**config.mk**
```make
export PLATFORM = sky130hd
export DESIGN_NAME = single_wire_humidity_frame_decoder
export DESIGN_NICKNAME = d
export VERILOG_FILES = /design/src/design/swhfd_pkg.sv /design/src/design/swhfd_front.sv /design/src/design/swhfd_cmd_queue.sv /design/src/design/swhfd_back.sv /design/src/design/single_wire_humidity_frame_decoder.sv
export VERILOG_INCLUDE_DIRS = /design/src /design/src/design
export SDC_FILE = /design/constraint.sdc
export NUM_CORES = 1
export LEC_CHECK = 0
export BUFFER_PORTS_ARGS = -buffer_cell sky130_fd_sc_hd__buf_2
export CELL_PAD_IN_SITES_DETAIL_PLACEMENT = 1
export CELL_PAD_IN_SITES_GLOBAL_PLACEMENT = 1
export CORE_MARGIN = 3
export CORE_UTILIZATION = 53
export CTS_CLUSTER_DIAMETER = 60
export DETAILED_ROUTE_END_ITERATION = 6
export MAX_ROUTING_LAYER = met4
export PLACE_DENSITY_LB_ADDON = 0.1
export SLEW_MARGIN = 20
export SYNTH_ARGS = -nofsm -noshare
export SYNTH_HDL_FRONTEND = slang
export SYNTH_HIERARCHICAL = 1
export SYNTH_SLANG_ARGS = --single-unit
```
**constraint.sdc**
```tcl
create_clock -name clk -period 10 [get_ports clk]
set_input_delay 1 -clock clk [delete_from_list [all_inputs] [get_ports clk]]
set_output_delay 1 -clock clk [all_outputs]
set_load 0.02 [all_outputs]
```
**src/design/single_wire_humidity_frame_decoder_macros.svh**
```systemverilog
// Assertion macros shared by the frame decoder modules.
`ifndef SINGLE_WIRE_HUMIDITY_FRAME_DECODER_MACROS_SVH
`define SINGLE_WIRE_HUMIDITY_FRAME_DECODER_MACROS_SVH

// Antecedent implies consequent in the same cycle.
`define SWHFD_ASSERT_IMPL(lbl, ante, cons, msg) \
    lbl: assert property (@(posedge clk) disable iff (!rst_n) (ante) |-> (cons)) \
        else $error(msg);

// Condition must never be seen.
`define SWHFD_ASSERT_NEVER(lbl, cond, msg) \
    lbl: assert property (@(posedge clk) disable iff (!rst_n) !(cond)) \
        else $error(msg);

`endif

```
**src/design/swhfd_pkg.sv**
```systemverilog
// Shared types, constants and helpers of the single-wire frame decoder.
package swhfd_pkg;

    localparam int GAP_WIDTH   = 10;
    localparam int DATA_GAPS   = 80;
    localparam int IDX_WIDTH   = $clog2(DATA_GAPS);
    localparam int SUM_WIDTH   = GAP_WIDTH + 1;
    localparam int REG_WIDTH   = 11;
    localparam int CMP_WIDTH   = (SUM_WIDTH > REG_WIDTH) ? SUM_WIDTH : REG_WIDTH;
    localparam int FRAME_BITS  = 40;
    localparam int POS_WIDTH   = $clog2(FRAME_BITS);
    localparam int CFG_IDX_WIDTH = 3;

    // command queue depth, power of two so pointers wrap on their own
    localparam int QDEPTH      = 2;
    localparam int QPTR_WIDTH  = $clog2(QDEPTH);
    localparam int QCNT_WIDTH  = $clog2(QDEPTH + 1);

    // configuration register indexes
    localparam logic [CFG_IDX_WIDTH-1:0] CFG_START_MIN = 3'd0;
    localparam logic [CFG_IDX_WIDTH-1:0] CFG_START_MAX = 3'd1;
    localparam logic [CFG_IDX_WIDTH-1:0] CFG_ZERO_MIN  = 3'd2;
    localparam logic [CFG_IDX_WIDTH-1:0] CFG_ZERO_MAX  = 3'd3;
    localparam logic [CFG_IDX_WIDTH-1:0] CFG_ONE_MIN   = 3'd4;
    localparam logic [CFG_IDX_WIDTH-1:0] CFG_ONE_MAX   = 3'd5;

    localparam logic [REG_WIDTH-1:0] RST_START_MIN = 11'd140;
    localparam logic [REG_WIDTH-1:0] RST_START_MAX = 11'd180;
    localparam logic [REG_WIDTH-1:0] RST_ZERO_MIN  = 11'd70;
    localparam logic [REG_WIDTH-1:0] RST_ZERO_MAX  = 11'd90;
    localparam logic [REG_WIDTH-1:0] RST_ONE_MIN   = 11'd110;
    localparam logic [REG_WIDTH-1:0] RST_ONE_MAX   = 11'd145;

    // frame status codes
    localparam logic [1:0] STATUS_GOOD   = 2'd0;
    localparam logic [1:0] STATUS_CKSUM  = 2'd1;
    localparam logic [1:0] STATUS_REJECT = 2'd2;

    typedef struct packed {
        logic                 wr_bit;
        logic [POS_WIDTH-1:0] bit_idx;
        logic                 zero_hit;
        logic                 one_hit;
        logic                 emit_frame;
        logic                 reject;
    } cmd_t;

    // strict open window test
    function automatic logic in_window(input logic [CMP_WIDTH-1:0] value,
                                       input logic [CMP_WIDTH-1:0] lo,
                                       input logic [CMP_WIDTH-1:0] hi);
        in_window = (value > lo) && (value < hi);
    endfunction

endpackage

```
**src/design/swhfd_front.sv**
```systemverilog
// Front end: window registers, preamble search and gap pair classification.
`include "single_wire_humidity_frame_decoder_macros.svh"

module swhfd_front (
    input  logic                                clk,
    input  logic                                rst_n,
    input  logic                                cfg_wr_en,
    input  logic [swhfd_pkg::CFG_IDX_WIDTH-1:0] cfg_index,
    input  logic [swhfd_pkg::REG_WIDTH-1:0]     cfg_data,
    input  logic                                gap_acc,
    input  logic [swhfd_pkg::GAP_WIDTH-1:0]     gap,
    output logic                                cmd_push,
    output swhfd_pkg::cmd_t                     cmd
);
    import swhfd_pkg::*;

    logic [REG_WIDTH-1:0] start_min_reg, start_max_reg;
    logic [REG_WIDTH-1:0] zero_min_reg, zero_max_reg;
    logic [REG_WIDTH-1:0] one_min_reg, one_max_reg;

    logic                 capturing_reg, capturing_next;
    logic [1:0]           pre_edges_reg, pre_edges_next;
    logic [SUM_WIDTH-1:0] pre_sum_reg, pre_sum_next;
    logic [IDX_WIDTH-1:0] gap_index_reg, gap_index_next;
    logic [GAP_WIDTH-1:0] held_gap_reg, held_gap_next;

    logic [SUM_WIDTH-1:0] pair_sum;
    logic [SUM_WIDTH-1:0] pre_total;
    logic [IDX_WIDTH-2:0] pair_num;
    logic                 last_gap;

    always_ff @(posedge clk or negedge rst_n)
    begin
        if (!rst_n)
        begin
            start_min_reg <= RST_START_MIN;
            start_max_reg <= RST_START_MAX;
            zero_min_reg  <= RST_ZERO_MIN;
            zero_max_reg  <= RST_ZERO_MAX;
            one_min_reg   <= RST_ONE_MIN;
            one_max_reg   <= RST_ONE_MAX;
        end
        else if (cfg_wr_en)
        begin
            unique case (cfg_index)
                CFG_START_MIN: start_min_reg <= cfg_data;
                CFG_START_MAX: start_max_reg <= cfg_data;
                CFG_ZERO_MIN:  zero_min_reg  <= cfg_data;
                CFG_ZERO_MAX:  zero_max_reg  <= cfg_data;
                CFG_ONE_MIN:   one_min_reg   <= cfg_data;
                CFG_ONE_MAX:   one_max_reg   <= cfg_data;
                default:       ;
            endcase
        end
    end

    assign pair_sum  = SUM_WIDTH'(held_gap_reg) + SUM_WIDTH'(gap);
    assign pre_total = pre_sum_reg + SUM_WIDTH'(gap);
    assign pair_num  = gap_index_reg[IDX_WIDTH-1:1];
    assign last_gap  = (gap_index_reg == IDX_WIDTH'(DATA_GAPS - 1));

    always_comb
    begin
        capturing_next = capturing_reg;
        pre_edges_next = pre_edges_reg;
        pre_sum_next   = pre_sum_reg;
        gap_index_next = gap_index_reg;
        held_gap_next  = held_gap_reg;
        cmd            = '0;
        cmd.bit_idx    = POS_WIDTH'(FRAME_BITS - 1) - POS_WIDTH'(pair_num);
        cmd.zero_hit   = in_window(CMP_WIDTH'(pair_sum), CMP_WIDTH'(zero_min_reg),
                                   CMP_WIDTH'(zero_max_reg));
        cmd.one_hit    = in_window(CMP_WIDTH'(pair_sum), CMP_WIDTH'(one_min_reg),
                                   CMP_WIDTH'(one_max_reg));
        if (gap_acc)
        begin
            if (capturing_reg)
            begin
                // odd gap closes a pair
                if (gap_index_reg[0])
                    cmd.wr_bit = 1'b1;
                else
                    held_gap_next = gap;
                gap_index_next = gap_index_reg + IDX_WIDTH'(1);
                if (last_gap)
                begin
                    // frame-ending edge doubles as first preamble edge
                    capturing_next = 1'b0;
                    gap_index_next = '0;
                    pre_edges_next = 2'd1;
                    pre_sum_next   = '0;
                    cmd.emit_frame = 1'b1;
                end
            end
            else if (pre_edges_reg == 2'd0)
            begin
                pre_edges_next = 2'd1;
                pre_sum_next   = '0;
            end
            else if (pre_edges_reg == 2'd1)
            begin
                pre_edges_next = 2'd2;
                pre_sum_next   = pre_total;
            end
            else
            begin
                pre_edges_next = 2'd0;
                pre_sum_next   = '0;
                if (in_window(CMP_WIDTH'(pre_total), CMP_WIDTH'(start_min_reg),
                              CMP_WIDTH'(start_max_reg)))
                begin
                    capturing_next = 1'b1;
                    gap_index_next = '0;
                end
                else
                    cmd.reject = 1'b1;
            end
        end
    end

    assign cmd_push = cmd.wr_bit || cmd.emit_frame || cmd.reject;

    always_ff @(posedge clk or negedge rst_n)
    begin
        if (!rst_n)
        begin
            capturing_reg <= 1'b0;
            pre_edges_reg <= 2'd0;
            pre_sum_reg   <= '0;
            gap_index_reg <= '0;
            held_gap_reg  <= '0;
        end
        else
        begin
            capturing_reg <= capturing_next;
            pre_edges_reg <= pre_edges_next;
            pre_sum_reg   <= pre_sum_next;
            gap_index_reg <= gap_index_next;
            held_gap_reg  <= held_gap_next;
        end
    end

    `SWHFD_ASSERT_IMPL(a_capture_clears_preamble, capturing_reg,
        (pre_edges_reg == 2'd0) && (pre_sum_reg == '0), "preamble state live during capture")
    `SWHFD_ASSERT_NEVER(a_gap_index_range, gap_index_reg > IDX_WIDTH'(DATA_GAPS - 1),
        "gap index past frame length")
    `SWHFD_ASSERT_IMPL(a_pre_edges_range, !capturing_reg, pre_edges_reg != 2'd3,
        "bad preamble edge count")

endmodule

```
**src/design/swhfd_cmd_queue.sv**
```systemverilog
// Short command queue between front end and frame back end.
`include "single_wire_humidity_frame_decoder_macros.svh"

module swhfd_cmd_queue (
    input  logic            clk,
    input  logic            rst_n,
    input  logic            push,
    input  swhfd_pkg::cmd_t push_cmd,
    input  logic            pop,
    output logic            full,
    output logic            not_empty,
    output swhfd_pkg::cmd_t head_cmd
);
    import swhfd_pkg::*;

    cmd_t                  entry_reg [QDEPTH];
    logic [QPTR_WIDTH-1:0] wr_ptr_reg, rd_ptr_reg;
    logic [QCNT_WIDTH-1:0] count_reg, count_next;

    assign full      = (count_reg == QCNT_WIDTH'(QDEPTH));
    assign not_empty = (count_reg != '0);
    assign head_cmd  = entry_reg[rd_ptr_reg];

    always_comb
    begin
        count_next = count_reg;
        if (push && !pop)
            count_next = count_reg + QCNT_WIDTH'(1);
        else if (pop && !push)
            count_next = count_reg - QCNT_WIDTH'(1);
    end

    always_ff @(posedge clk)
    begin
        if (push)
            entry_reg[wr_ptr_reg] <= push_cmd;
    end

    always_ff @(posedge clk or negedge rst_n)
    begin
        if (!rst_n)
        begin
            wr_ptr_reg <= '0;
            rd_ptr_reg <= '0;
            count_reg  <= '0;
        end
        else
        begin
            if (push)
                wr_ptr_reg <= wr_ptr_reg + QPTR_WIDTH'(1);
            if (pop)
                rd_ptr_reg <= rd_ptr_reg + QPTR_WIDTH'(1);
            count_reg <= count_next;
        end
    end

    `SWHFD_ASSERT_NEVER(a_no_overflow, push && full, "push into full command queue")
    `SWHFD_ASSERT_NEVER(a_no_underflow, pop && !not_empty, "pop from empty command queue")
    `SWHFD_ASSERT_NEVER(a_count_range, count_reg > QCNT_WIDTH'(QDEPTH), "queue count overrun")

endmodule

```
**src/design/swhfd_back.sv**
```systemverilog
// Back end: frame bit store, frame decode and result register.
`include "single_wire_humidity_frame_decoder_macros.svh"

module swhfd_back (
    input  logic               clk,
    input  logic               rst_n,
    input  logic               cmd_avail,
    input  swhfd_pkg::cmd_t    cmd,
    output logic               cmd_pop,
    output logic               out_valid,
    input  logic               out_stall,
    output logic [1:0]         frame_status,
    output logic [15:0]        humidity_tenths,
    output logic signed [15:0] temperature_tenths,
    output logic [7:0]         checksum_received
);
    import swhfd_pkg::*;

    logic [FRAME_BITS-1:0] frame_reg, frame_next;
    logic                  out_valid_reg, out_valid_next;
    logic [1:0]            status_reg;
    logic [15:0]           humidity_reg;
    logic [15:0]           temp_reg;
    logic [7:0]            cksum_reg;

    logic                  has_result;
    logic                  out_free;
    logic [15:0]           tword;
    logic [15:0]           mag;
    logic [15:0]           temp_val;
    logic [7:0]            byte_sum;

    assign has_result = cmd.emit_frame || cmd.reject;
    assign out_free   = !out_valid_reg || !out_stall;
    assign cmd_pop    = cmd_avail && (!has_result || out_free);

    always_comb
    begin
        frame_next = frame_reg;
        if (cmd.wr_bit)
        begin
            // both windows hit: the one window wins, so the bit is set to 1
            if (cmd.zero_hit)
                frame_next[cmd.bit_idx] = 1'b0;
            if (cmd.one_hit)
                frame_next[cmd.bit_idx] = 1'b1;
        end
    end

    // sign-magnitude to two's complement; minus zero folds to zero
    assign tword    = frame_next[23:8];
    assign mag      = {1'b0, tword[14:0]};
    assign temp_val = tword[15] ? (16'd0 - mag) : mag;
    assign byte_sum = frame_next[39:32] + frame_next[31:24]
                    + frame_next[23:16] + frame_next[15:8];

    always_comb
    begin
        out_valid_next = out_valid_reg;
        if (cmd_pop && has_result)
            out_valid_next = 1'b1;
        else if (!out_stall)
            out_valid_next = 1'b0;
    end

    always_ff @(posedge clk or negedge rst_n)
    begin
        if (!rst_n)
        begin
            frame_reg     <= '0;
            out_valid_reg <= 1'b0;
        end
        else
        begin
            if (cmd_pop)
                frame_reg <= frame_next;
            out_valid_reg <= out_valid_next;
        end
    end

    always_ff @(posedge clk)
    begin
        if (cmd_pop && has_result)
        begin
            if (cmd.reject)
            begin
                status_reg   <= STATUS_REJECT;
                humidity_reg <= '0;
                temp_reg     <= '0;
                cksum_reg    <= '0;
            end
            else
            begin
                status_reg   <= (byte_sum == frame_next[7:0]) ? STATUS_GOOD : STATUS_CKSUM;
                humidity_reg <= frame_next[39:24];
                temp_reg     <= temp_val;
                cksum_reg    <= frame_next[7:0];
            end
        end
    end

    assign out_valid          = out_valid_reg;
    assign frame_status       = status_reg;
    assign humidity_tenths    = humidity_reg;
    assign temperature_tenths = temp_reg;
    assign checksum_received  = cksum_reg;

    `SWHFD_ASSERT_NEVER(a_result_not_lost, cmd_pop && has_result && out_valid_reg && out_stall,
        "result loaded over a stalled beat")
    `SWHFD_ASSERT_NEVER(a_one_result_kind, cmd.emit_frame && cmd.reject && cmd_avail,
        "command both emits and rejects")

endmodule

```
**src/design/single_wire_humidity_frame_decoder.sv**
```systemverilog
// Top level of the single-wire humidity/temperature frame decoder.
//
//   channel   direction  handshake            payload
//   gap in    input      in_valid / in_stall  edge_gap_us
//   result    output     out_valid/out_stall  frame_status, humidity_tenths,
//                                             temperature_tenths, checksum_received
//   config    input      cfg_wr_en            cfg_index, cfg_data
//
// One edge gap accepted per cycle while in_stall is low; front end classifies it in the accept cycle.
// The gap that ends a frame or a rejected preamble yields a result beat via the command queue and result register.
// The two-entry command queue absorbs output stalls; in_stall rises only when it fills.
// Async active-low reset restores default windows and restarts the preamble search.
module single_wire_humidity_frame_decoder (
    input  logic                                clk,
    input  logic                                rst_n,
    input  logic                                cfg_wr_en,
    input  logic [swhfd_pkg::CFG_IDX_WIDTH-1:0] cfg_index,
    input  logic [swhfd_pkg::REG_WIDTH-1:0]     cfg_data,
    input  logic                                in_valid,
    output logic                                in_stall,
    input  logic [swhfd_pkg::GAP_WIDTH-1:0]     edge_gap_us,
    output logic                                out_valid,
    input  logic                                out_stall,
    output logic [1:0]                          frame_status,
    output logic [15:0]                         humidity_tenths,
    output logic signed [15:0]                  temperature_tenths,
    output logic [7:0]                          checksum_received
);
    import swhfd_pkg::*;

    logic gap_acc;
    logic cmd_push;
    logic cmd_pop;
    logic q_full;
    logic q_not_empty;
    cmd_t front_cmd;
    cmd_t head_cmd;

    assign in_stall = q_full;
    assign gap_acc  = in_valid && !q_full;

    swhfd_front u_front (
        .clk       (clk),
        .rst_n     (rst_n),
        .cfg_wr_en (cfg_wr_en),
        .cfg_index (cfg_index),
        .cfg_data  (cfg_data),
        .gap_acc   (gap_acc),
        .gap       (edge_gap_us),
        .cmd_push  (cmd_push),
        .cmd       (front_cmd)
    );

    swhfd_cmd_queue u_queue (
        .clk       (clk),
        .rst_n     (rst_n),
        .push      (cmd_push),
        .push_cmd  (front_cmd),
        .pop       (cmd_pop),
        .full      (q_full),
        .not_empty (q_not_empty),
        .head_cmd  (head_cmd)
    );

    swhfd_back u_back (
        .clk                (clk),
        .rst_n              (rst_n),
        .cmd_avail          (q_not_empty),
        .cmd                (head_cmd),
        .cmd_pop            (cmd_pop),
        .out_valid          (out_valid),
        .out_stall          (out_stall),
        .frame_status       (frame_status),
        .humidity_tenths    (humidity_tenths),
        .temperature_tenths (temperature_tenths),
        .checksum_received  (checksum_received)
    );

endmodule
```
=== After elaboration in Yosys (flattened, before gate mapping) ===
Memory sizes are Yosys's and may differ from the RTL's.
Index checks and enable logic that the tools add are counted.

* Flip-flop bits (word level): 184
* RAM bits: 22
* Bits of input ports: 29
* Output and inout bits: 44
* Memories kept: 1

{| class="wikitable"
|+ Memories
! name !! words !! bits a word !! rd ports !! clocked after Yosys merged registers in !! wr ports !! line !! source
|-
| u_queue.entry_reg || 2 || 11 || 1 || 0 || 1 || swhfd_cmd_queue.sv:16 || <nowiki>cmd_t entry_reg [QDEPTH];</nowiki>
|}

* $add $sub $neg: 12
* Order comparisons: 8
* Eq/ne operators: 13
* Multiplexer cells: 42
* Bitwise operators: 5
* Reduce and logical (&&, ||, !) cells: 35

{| class="wikitable"
|+ Operators with widths
! kind !! count
|-
| two-way mux 40 bit || 4
|-
| two-way mux 11 bit || 4
|-
| AND 40 bit || 1
|-
| NOT 40 bit || 1
|-
| OR 40 bit || 1
|-
| two-way mux 7 bit || 5
|-
| > comparator 11 bit || 3
|-
| < comparator 11 bit || 3
|-
| adder 8 bit || 3
|-
| two-way mux 1 bit || 20
|-
| subtractor 1 x 15 -> 16 bit (first input constant) || 1
|-
| two-way mux 15 bit || 1
|-
| two-way mux 2 bit || 7
|-
| AND reduction 2 bit || 7
|-
| adder 10 x 10 -> 11 bit || 1
|-
| adder 11 x 10 -> 11 bit || 1
|-
| logical AND 1 bit || 9
|-
| == test 8 bit || 1
|-
| adder 7 x 1 -> 7 bit (second input constant) || 1
|-
| == test 7 bit (second input constant) || 1
|-
| < comparator 6 x 7 -> 1 bit (second input constant) || 1
|-
| demux 1 bit (select 6 bit) || 1
|-
| == test 3 x 2 -> 1 bit (second input constant) || 2
|-
| == test 3 bit (second input constant) || 2
|-
| other kinds (19) || 34
|}

=== Logic depth before layout (Yosys ltp) ===
Gate-level depths: netlist (run 1).
An unclocked memory read counts as a cell.

* Depth after elaboration: 17
* Depth in mapped cells: 21
* Gate-level depth less buffers: 18

=== Hierarchy ===
Netlist (run 1), hierarchy kept.

{| class="wikitable"
|+ Modules (own cells, without submodules)
! module !! instances !! cells each !! area an instance (µm²)
|-
| swhfd_front || 1 || 621 || 6193.4
|-
| swhfd_back || 1 || 507 || 4932.2
|-
| swhfd_cmd_queue || 1 || 50 || 1019.7
|-
| single_wire_humidity_frame_decoder || 1 || 1 || 13.8
|}

=== Worst setup path before layout (run 1) ===
Ideal clock, no wire load.

* Kind: input -> register
* From: input edge_gap_us[0] (netlist bit)
* To: memory u_queue/entry_reg[0][0] (netlist bit), enable pin
* Library setup time: 380 ps
* Arrival time: 4804 ps
* Data required time: 9620 ps
* Slack: 4816 ps
* Cell stages on the path: 15
* Cell sequence: ha_1 > fa_1 > a21o_1 > a221oi_2 > o21ai_0 > a21oi_1 > xnor2_1 > ha_1 > nand4_1 > a211oi_1 > a2111oi_1 > a21o_1 > nor2_1 > o32ai_1 > nor2b_1

* Word-level cells in the longest chain between the ends: 11
* Elaborated cells between the ends (all ways): 12
* Classes of those cells: 1 x add/sub; 2 x order compare; 7 x mux; 2 x reduce/logical

{| class="wikitable"
|+ Ends and longest elaborated chain
! what !! line !! source
|-
| start: declaration || single_wire_humidity_frame_decoder.sv:21 || <nowiki>input logic [swhfd_pkg::GAP_WIDTH-1:0] edge_gap_us,</nowiki>
|-
| adder 11 x 10 -> 11 bit * || swhfd_front.sv:58 || <nowiki>assign pre_total = pre_sum_reg + SUM_WIDTH'(gap);</nowiki>
|-
| > comparator 11 bit or < comparator 11 bit (tied branches) || swhfd_pkg.sv:52 || <nowiki>in_window = (value > lo) && (value < hi);</nowiki>
|-
| logical AND 1 bit * || swhfd_pkg.sv:52 ||
|-
| two-way mux 1 bit * || swhfd_front.sv:109 || <nowiki>if (in_window(CMP_WIDTH'(pre_total), CMP_WIDTH'(start_min_reg),</nowiki>
|-
| two-way mux 1 bit * || swhfd_front.sv:100 || <nowiki>else if (pre_edges_reg == 2'd1)</nowiki>
|-
| two-way mux 1 bit * || swhfd_front.sv:95 || <nowiki>else if (pre_edges_reg == 2'd0)</nowiki>
|-
| two-way mux 1 bit * || swhfd_front.sv:77 || <nowiki>if (capturing_reg)</nowiki>
|-
| two-way mux 2 bit * || swhfd_front.sv:75 || <nowiki>if (gap_acc)</nowiki>
|-
| logical OR 1 bit * || swhfd_front.sv:121 || <nowiki>assign cmd_push = cmd.wr_bit || cmd.emit_frame || cmd.reject;</nowiki>
|-
| named net cmd_push || single_wire_humidity_frame_decoder.sv:32 || <nowiki>logic cmd_push;</nowiki>
|-
| two-way mux 1 bit * || swhfd_cmd_queue.sv:35 || <nowiki>if (push)</nowiki>
|-
| two-way mux 1 bit (not written as such) * || swhfd_cmd_queue.sv:36 || <nowiki>entry_reg[wr_ptr_reg] <= push_cmd;</nowiki>
|-
| end: declaration || swhfd_cmd_queue.sv:16 ||
|}

Mark *: on every way through the listed nets, which the timed path passes. The rest lies on a longest branch.

==> results of run 1 <==
power groups by stage:
stage,Clock [µW],Combinational (µW),Sequential [µW]
final,816,2380,1360
after global routing,872,2620,1390
after CTS,836,2360,1360
after detailed placement,0,2330,1370
after global placement,0,2200,1350
after floorplan,0,1560,1440
final cells by class:
class	count	area [µm²]
clock buffer	30	644
timing repair buffer	80	439
inverter	117	439
sequential	206	5500
tap	280	350
fill	2414	8620
multi-input combinational	812	6080
clock inverter	16	90.1
per-stage QoR:
stage	cells	util (%)	instance area, µm²
after floorplan	1179	-	12200
after global placement	1494	57.7	12800
after detailed placement	1494	57.7	12800
after CTS	1540	61.0	13500
after global routing	1541	61.1	13500
final	1541	61.1	13500
logic make-up (layout without fill, tap and decap cells):
logic type,Yosys count,after routing
AO/OA/AOI/OAI,291,291
XOR/XNOR,47,47
adder cells (fa/ha/maj),112,112
buffers and inverters,161,243
flip-flops,206,206
multiplexers,53,53
AND/OR/NAND/NOR,309,309
placed cells by master (no fill, tap or decap), types with 7 or more instances in the layout:
cell type,n
mux2_2,42
nand4_1,8
dfstp_2,22
a22o_1,15
buf_4,7
clkbuf_16,25
fa_1,16
nand2_1,125
nor2b_1,8
xnor2_1,30
a21oi_1,37
nand3_1,22
nand2b_1,7
nor3_1,13
inv_1,117
mux2_4,9
buf_2,71
dfrtp_1,120
nor2_1,69
and3_1,9
a21o_1,23
ha_1,96
a22oi_1,27
edfxtp_1,64
xor2_1,16
o21ai_0,110
a211oi_1,9
worst register-to-register path, delay by kind of cell (launching register included):
family          cells  cell delay (ns)
simple gates        2             0.93
buf+inv             3             0.24
mux                 1             0.46
compound gates      6             1.51
flops               1             0.74
fa+ha+maj           3             1.41
xor+xnor            2             0.61
layer usage:
| layer | share of wire, % | global-route usage, % |
|---|---|---|
| met3 | 4.3 | 3.57 |
| met4 | 1.9 | 5.58 |
| met5 | 0 | - |
| met2 | 48 | 44.8 |
| met1 | 46 | 37.7 |
worst max-delay path by stage:
stage | depth (start not counted) | slack, ns | from | endpoint
after global placement | 16 | 4.20 | edge_gap_us[0] | u_queue/entry_reg[0][8]
final | 17 | 3.94 | u_queue/rd_ptr_reg | u_back/frame_status[0]
after CTS | 17 | 3.95 | u_queue/rd_ptr_reg | u_back/frame_status[0]
after detailed placement | 16 | 3.95 | edge_gap_us[0] | u_queue/entry_reg[0][1]
after global routing | 17 | 3.49 | u_queue/rd_ptr_reg | u_back/frame_status[0]
after floorplan | 15 | 4.82 | edge_gap_us[0] | u_queue/entry_reg[0][0]
cells in the mapped netlist, types with 7 or more instances:
library cell / number / share of area [%]
nand2_1: 125 / 3.9
dfrtp_1: 120 / 25
inv_1: 117 / 3.6
o21ai_0: 111 / 4.6
ha_1: 96 / 9.9
nor2_1: 70 / 2.2
edfxtp_1: 64 / 16
mux2_2: 42 / 3.9
a21oi_1: 37 / 1.5
clkbuf_1: 32 / 0.99
xnor2_1: 30 / 2.2
a22oi_1: 27 / 1.7
a21o_1: 23 / 1.4
dfstp_2: 22 / 4.8
nand3_1: 22 / 0.91
fa_1: 16 / 2.6
xor2_1: 16 / 1.2
a22o_1: 15 / 1.1
nor3_1: 14 / 0.58
a211oi_1: 9 / 0.56
and3_1: 9 / 0.46
mux2_4: 9 / 1.1
nand4_1: 8 / 0.41
nor2b_1: 8 / 0.41
nand2b_1: 7 / 0.36
==> results.txt, run 1 <==
status - complete, no violations
critical path fanouts, max - 12
Starting Density - 54.9%
Sw Share - 43.5%
Syn Inst Count - 1179
Core Area - 22200 µm²
Synth Flop Type - dfrtp_1
crit-path cells - mux2_2, nor3b_1, nand2_1, o21ai_0, a21boi_0, inv_1, fa_1, inv_1, fa_1, inv_1, ha_1, a21o_1, a21oi_1, o21ai_0, xnor2_1, xnor3_1, a41oi_1
RSZ-0062 raised after global routing - false
drc violations - 0
ant diodes - 0
Max Fclk - 165 MHz
EDFF count, synth - 64
Tmin final - 6.06 ns
multiplexer share of the synthesized area - 5.19%
crit path kind - reg -> reg
Post-synth ARST share - 68.9%
Startpoint Class - flip-flop
Crit-path slowest cell - dfrtp_1
number of buffers created by CTS - 25
Port-buffer cells - 72
Combinational Power Share - 52.2%
final worst path period share - 60.6%
I/O pin total - 73
vias in the first global route - 9752
Psw - 1980 µW
Die Y-Extent - 157 µm
RD Place Congestion - 0.901
final setup fails - 0
Initial DRC Count - 615
WP buf/inv - 3
setup bufs post-CTS - 0
number of flip-flops under the largest register name - 40
Max VDD drop - 0.179 mV
CP required - 10.35 ns
final worst slack - 3.94 ns
H-tree levels - 1
max-capacitance violation count - 0
PostCTS Resize Cnt - 0
DRT Pass-1 Iters - 7
Adder-Cell Fraction of Synth Area - 12.5%
Placement Setup Slack - 3.95 ns
die width - 157 µm
power per cell area - 336 nW/µm²
Final Hold Vio Count - 0
CTS tree - built
antenna violation net count after detailed routing - 0
Worst Path Arrival - 6.42 ns
root buffer selected by CTS - clkbuf_16
initial antenna violation count - 0
crit path capture type - flip-flop
half-perimeter wire length after placement - 24000 µm
layout overhead on the synthesized area - 11.4%
Power Total - 4550 µW
Critical R2R Capture - u_back/frame_status[0]
Max-slew headroom - 31.4%
combinational family with the most area after synthesis - compound AO/OA/AOI/OAI gates
critical path's top delay family - compound AO/OA/AOI/OAI gates
syn_area_per_cell - 10.3 µm²
#FFs+latches synth - 206
Sequential Power Share - 29.8%
Post-Synth XOR/XNOR Area - 3.50%
Post-CTS Hold Fix Bufs - 0
largest net degree at the start of global routing - 75
Seq/Total Area, Yosys - 45.3%
vias - 9201
Total GRT Usage - 27.6%
Yosys cell types - 85
flop-to-flop setup slack - 3.94 ns
post-synthesis simple-gate area fraction - 12.3%
total wire length - 32900 µm
Syn Nets - 1320
Final nets - 1383
num rows - 54
Synth Warn # - 6
first-pass GRT wire length - 52600 µm
Clk network pwr share - 18.0%
Hold Crit Class - in -> async
wire length per cell - 21.3 µm
Clock Latency Late Sink - 0.52 ns
clk slew on worst S/H paths - 0.06 ns
Max Clock Skew - 0.0186 ns
Leak Pwr - 0.00613 µW
mapped cell area - 12200 µm²
crit-path max cell delay - 0.74 ns
Clock Tree Buf Depth - 3
grt total ovfl - 0
internal power - 2570 µW
full die area - 24800 µm²
R2R depth - 17
total clock sinks - 206
setup TNS - 0 ns
CP most frequent cell - inv_1
Slew @ Worst Pin - 1.03 ns
Slew Limit Fails - 0
Synth Area in Compound Gates - 15.9%
worst r2r src - u_queue/rd_ptr_reg
share of layout cells above drive strength 1 - 17.4%
Via density - 5.97
Hold Slack - 0.458 ns
Note: power is estimated with default switching activity, not from simulation.
==> inputs of run 2 (changes only) <==
--- a/config.mk
+++ b/config.mk
@@ -6,11 +6,12 @@
 export SDC_FILE = /design/constraint.sdc
 export NUM_CORES = 1
 export LEC_CHECK = 0
+export ABC_AREA = 1
 export BUFFER_PORTS_ARGS = -buffer_cell sky130_fd_sc_hd__buf_2
 export CELL_PAD_IN_SITES_DETAIL_PLACEMENT = 1
 export CELL_PAD_IN_SITES_GLOBAL_PLACEMENT = 1
 export CORE_MARGIN = 3
-export CORE_UTILIZATION = 53
+export CORE_UTILIZATION = 47
 export CTS_CLUSTER_DIAMETER = 60
 export DETAILED_ROUTE_END_ITERATION = 6
 export MAX_ROUTING_LAYER = met4
==> constraint.sdc (replaced) <==
create_clock -name clk -period 5.7 [get_ports clk]
set_input_delay 0.57 -clock clk [delete_from_list [all_inputs] [get_ports clk]]
set_output_delay 0.57 -clock clk [all_outputs]
set_load 0.02 [all_outputs]
==> run 2 against run 1 <==
  * First-iteration DRC count is 13% lower
  * Combinational power grew 52%
  * Largest power group unchanged
  * Flip-flop and latch count did not move
  * Wire length is 8.9% higher
  * Area after synthesis increased by 2.6%
==> results.txt, run 2 <==
DRT Pass-1 Iters - 5
num rows - 58
Max VDD drop - 0.346 mV
top sig layer - met4
Clk network pwr share - 20.7%
Max-slew headroom - 38.1%
Post-synth ARST share - 68.9%
RSZ-0062 raised after global routing - false
most frequent cells after synthesis - nand2_1 (380), inv_1 (207), o21ai_0 (126), dfrtp_1 (120), nor2_1 (117)
initial antenna violation count - 0
Core Area - 25600 µm²
RD Place Congestion - 0.921
crit path kind - reg -> reg
total wire length - 35800 µm
Area after DPL - 13200 µm²
Sw Share - 44.4%
area of the multi-input gates - 6000 µm²
most common cell after layout, fill and taps aside - nand2_1
R2R depth - 27
Final Hold Vio Count - 0
Die Y-Extent - 169 µm
wl on met1 - 14600 µm
Hold Crit Class - in -> async
Startpoint Class - flip-flop
Sequential Power Share - 30.7%
Seq/Total Area, Yosys - 44.1%
Tmin final - 5.23 ns
Non-Filler Instances - 1908
full die area - 28500 µm²
H-tree levels - 1
Final nets - 1700
Clock Latency Late Sink - 0.54 ns
status - complete, no violations
Clock Tree Buf Depth - 3
critical path fanouts, max - 12
Syn Nets - 1629
setup TNS - 0 ns
flop-to-flop setup slack - 0.47 ns
Psw - 3290 µW
Filler cells - 3147
max-capacitance violation count - 0
Via density - 5.45
CP required - 5.99 ns
metal3 WL - 1170 µm
Synth area leader - dfrtp_1
largest net degree at the start of global routing - 76
Power Total - 7410 µW
drc violations - 0
power per cell area - 531 nW/µm²
half-perimeter wire length after placement - 26600 µm
Port-buffer cells - 72
final worst path period share - 91.7%
I/O pin total - 73
total clock sinks - 206
wire length per cell - 18.8 µm
vias in the first global route - 11300
most frequent cells in the layout - nand2_1 (380), inv_1 (207), o21ai_0 (126)
Synth Flop Type - dfrtp_1
Total GRT Usage - 26.2%
Max Clock Skew - 0.00965 ns
Slew Limit Fails - 0
Synth top area share - 24.1%
Yosys cell types - 54
WL met2 - 18700 µm
number of flip-flops under the largest register name - 40
vias - 10400
syn_area_per_cell - 8.38 µm²
number of buffers created by CTS - 25
Synth Warn # - 6
clk slew on worst S/H paths - 0.06 ns
Initial DRC Count - 536
share of layout cells above drive strength 1 - 11.9%
Final Cell Area - 14000 µm²
die width - 169 µm
Critical R2R Capture - u_back/frame_status[0]
Post-CTS Hold Fix Bufs - 0
first-pass GRT wire length - 58200 µm
Max Fclk - 191 MHz
PostCTS Resize Cnt - 0
Placed Cells - 1862
EDFF count, synth - 64
register area - 5500 µm²
layout overhead on the synthesized area - 11.9%
ant diodes - 0
worst r2r src - u_queue/rd_ptr_reg
antenna violation net count after detailed routing - 0
largest cells by area after synthesis - dfrtp_1 (24%), edfxtp_1 (15%), nand2_1 (11%), ha_1 (9.6%), inv_1 (6.2%)
Leak Pwr - 0.00685 µW
root buffer selected by CTS - clkbuf_16
#FFs+latches synth - 206
Combinational Power Share - 48.7%
Syn Inst Count - 1488
final setup fails - 0
mapped cell area - 12500 µm²
Slew @ Worst Pin - 0.925 ns
Starting Density - 48.7%
Worst Path Arrival - 5.52 ns
CTS tree - built
internal power - 4120 µW
crit path capture type - flip-flop
top-count cell post-synth - nand2_1
setup bufs post-CTS - 0
grt total ovfl - 0
## run 2: layout make-up
| type | count | share of cell area, % |
|---|---|---|
| multi-input cells | 1029 | 43.0 |
| flip-flops and latches | 206 | 39.4 |
| inverters | 216 | 5.81 |
| clock buffers | 29 | 4.66 |
| repair buffers | 81 | 3.11 |
| well taps | 330 | 2.96 |
| clock inverters | 17 | 1.01 |
## run 2: cell families (layout without fill, tap and decap cells)
logic type,count (synthesis),after routing,synth area share [%]
buf+inv,253,343,7.88
compound gates,244,244,10.6
mux,21,21,2.17
xor+xnor,22,22,1.55
simple gates,630,630,21.5
flops,206,206,44.1
fa+ha+maj,112,112,12.2
## run 2: per-stage QoR
step	hold slack (ns)	util, %	setup WS, ns
2_1_floorplan	0.274	-	1.31
3_3_place_gp	0.454	51.4	0.696
3_5_place_dp	0.471	51.4	0.548
4_1_cts	0.122	54.5	0.507
5_1_grt	0.151	54.5	0.0699
6_report	0.0714	54.5	0.471
## run 2: how the worst max path moves through the flow
stage	startpoint	to	slack, ns	cells after the start
2_1_floorplan	u_queue/rd_ptr_reg	u_back/frame_status[0]	1.31	27
3_3_place_gp	u_queue/rd_ptr_reg	u_back/frame_status[0]	0.70	28
3_5_place_dp	u_queue/rd_ptr_reg	u_back/frame_status[0]	0.55	27
4_1_cts	u_queue/rd_ptr_reg	u_back/frame_status[0]	0.51	27
5_1_grt	u_queue/rd_ptr_reg	u_back/frame_status[0]	0.07	27
6_report	u_queue/rd_ptr_reg	u_back/frame_status[0]	0.47	27
## run 2: power groups by stage
stage,Sequential [µW],Clock [µW],Combinational [µW]
finish,2270,1530,3610
global route,2320,1640,4070
CTS,2280,1580,3640
detailed placement,2300,0,3600
global placement,2270,0,3400
floorplan,2430,0,2330
## run 2: per-layer routing
metal	up-vias	GRT usage (%)
li1	5008	-
met1	5145	30.0
met2	172	47.3
met3	79	3.08
met4	0	9.21
met5	-	-
## run 2: worst max-delay path, cell delays in order (launching register included)
cell and delay [ns]:
dfrtp_1 0.72, mux2_2 0.48, inv_2 0.11, nand3_1 0.18
nor2_1 0.21, nand2_1 0.07, nand2_1 0.13, inv_1 0.11
fa_1 0.59, inv_1 0.07, fa_1 0.54, ha_1 0.20
inv_1 0.07, fa_1 0.41, inv_1 0.07, nand3_1 0.09
nand2_1 0.09, nand2_1 0.07, nand2_1 0.09, nand3_1 0.08
nand2_1 0.07, nand2_1 0.05, nor2_1 0.10, nand3_1 0.07
nor2_1 0.09, nand3_1 0.08, nand2_1 0.07, inv_1 0.05
==> inputs of run 3 (changes only) <==
--- a/config.mk
+++ b/config.mk
@@ -12,6 +12,7 @@
 export CELL_PAD_IN_SITES_GLOBAL_PLACEMENT = 1
 export CORE_MARGIN = 3
 export CORE_UTILIZATION = 47
+export CTS_BUF_LIST = sky130_fd_sc_hd__clkbuf_16
 export CTS_CLUSTER_DIAMETER = 60
 export DETAILED_ROUTE_END_ITERATION = 6
 export MAX_ROUTING_LAYER = met4
==> run 3 against run 2 <==
  * Utilization barely moved
  * Non-clock buffer count did not move
  * Global-route usage barely moved
  * Highest routed layer unchanged
  * Clock power barely moved
  * Critical path depth did not move
  * Clock-buffer cell count fell by 4
  * Die area did not move
  * Clock skew barely moved
  * Sequential share of layout area barely moved
  * Setup slack got worse by 0.0015 ns
  * Final cell count did not move
  * Critical endpoint unchanged
  * Sequential power barely moved
==> results.txt, run 3 (same netlist as run 2, synthesis figures left out) <==
status - complete, no violations
number of flip-flops under the largest register name - 40
total wire length - 35800 µm
flop-to-flop setup slack - 0.47 ns
Final nets - 1700
wire length per cell - 18.8 µm
Tmin final - 5.23 ns
half-perimeter wire length after placement - 26600 µm
setup TNS - 0 ns
Core Area - 25600 µm²
max-capacitance violation count - 0
RD Place Congestion - 0.921
Slew @ Worst Pin - 0.925 ns
Max-slew headroom - 38.1%
final worst slack - 0.469 ns
Startpoint Class - flip-flop
CTS tree - built
final worst path period share - 91.8%
Final Cell Area - 13900 µm²
Clock Latency Late Sink - 0.54 ns
Leak Pwr - 0.00685 µW
initial antenna violation count - 0
num rows - 58
largest net degree at the start of global routing - 76
Max Clock Skew - 0.00987 ns
Critical R2R Capture - u_back/frame_status[0]
layout overhead on the synthesized area - 11.8%
PostCTS Resize Cnt - 0
share of layout cells above drive strength 1 - 11.9%
Final Hold Vio Count - 0
Filler cells - 3148
Starting Density - 48.7%
first-pass GRT wire length - 58200 µm
Total GRT Usage - 26.2%
Worst Path Arrival - 5.52 ns
Port-buffer cells - 72
routing usage on met3 - 3.08%
critical path fanouts, max - 12
worst r2r src - u_queue/rd_ptr_reg
Max Fclk - 191 MHz
Post-CTS Hold Fix Bufs - 0
DRT Pass-1 Iters - 5
Hold Crit Class - in -> async
power per cell area - 530 nW/µm²
setup bufs post-CTS - 0
Die Y-Extent - 169 µm
Initial DRC Count - 553
ant diodes - 0
Via density - 5.46
Placement Setup Slack - 0.548 ns
Clock Tree Buf Depth - 3
clk slew on worst S/H paths - 0.06 ns
most frequent cells in the layout - nand2_1 (380), inv_1 (210), o21ai_0 (126)
Area after DPL - 13200 µm²
met1 Usage GRT - 30.0%
crit path kind - reg -> reg
most utilized layer in the global route result - met2
RSZ-0062 raised after global routing - false
H-tree levels - 1
Core Util, Final - 54.4%
vias - 10400
CP required - 5.99 ns
drc violations - 0
grt total ovfl - 0
Slew Limit Fails - 0
root buffer selected by CTS - clkbuf_16
R2R depth - 27
full die area - 28500 µm²
final setup fails - 0
number of buffers created by CTS - 25
die width - 169 µm
vias in the first global route - 11300
Max VDD drop - 0.346 mV
I/O pin total - 73
Power Total - 7390 µW
antenna violation net count after detailed routing - 0
total clock sinks - 206
most common cell after layout, fill and taps aside - nand2_1
crit path capture type - flip-flop
GR met2 Demand/Resource - 47.3%
run 3: how the worst max path moves through the flow:
stage | start | end | cells after the start | slack, ns
6_report | u_queue/rd_ptr_reg | u_back/frame_status[0] | 27 | 0.47
2_1_floorplan | u_queue/rd_ptr_reg | u_back/frame_status[0] | 27 | 1.31
3_3_place_gp | u_queue/rd_ptr_reg | u_back/frame_status[0] | 28 | 0.70
4_1_cts | u_queue/rd_ptr_reg | u_back/frame_status[0] | 27 | 0.51
5_1_grt | u_queue/rd_ptr_reg | u_back/frame_status[0] | 27 | 0.07
3_5_place_dp | u_queue/rd_ptr_reg | u_back/frame_status[0] | 27 | 0.55
run 3: critical path, stage by stage, from the launching register on:
cell and delay [ns]:
dfrtp_1 0.72, mux2_2 0.48, inv_2 0.11, nand3_1 0.18
nor2_1 0.21, nand2_1 0.07, nand2_1 0.13, inv_1 0.11
fa_1 0.59, inv_1 0.07, fa_1 0.54, ha_1 0.20
inv_1 0.07, fa_1 0.41, inv_1 0.07, nand3_1 0.09
nand2_1 0.09, nand2_1 0.07, nand2_1 0.09, nand3_1 0.08
nand2_1 0.07, nand2_1 0.05, nor2_1 0.10, nand3_1 0.07
nor2_1 0.09, nand3_1 0.08, nand2_1 0.07, inv_1 0.05
run 3: cell type report:
class | count | area [µm²] | share of cell area [%]
clock inverters | 21 | 156 | 1.12
clock buffers | 25 | 626 | 4.49
multi-input cells | 1029 | 6000 | 43.0
inverters | 216 | 811 | 5.82
repair buffers | 81 | 434 | 3.11
well taps | 330 | 413 | 2.96
flip-flops and latches | 206 | 5500 | 39.5
run 3: stage by stage:
stage	hold slack [ns]	cells
finish	0.0713	1908
global placement	0.454	1862
CTS	0.123	1908
global route	0.152	1908
floorplan	0.274	1488
detailed placement	0.471	1862
run 3: power by group:
group / internal [µW] / switching [µW]
logic: 1200 / 2410
registers: 2050 / 223
clock network: 857 / 657
total: 4100 / 3290
run 3: per-layer routing:
layer,up-vias,wire length [µm]
met5,-,0
met4,0,1380
met3,79,1220
met2,194,18700
met1,5135,14500
li1,5008,-
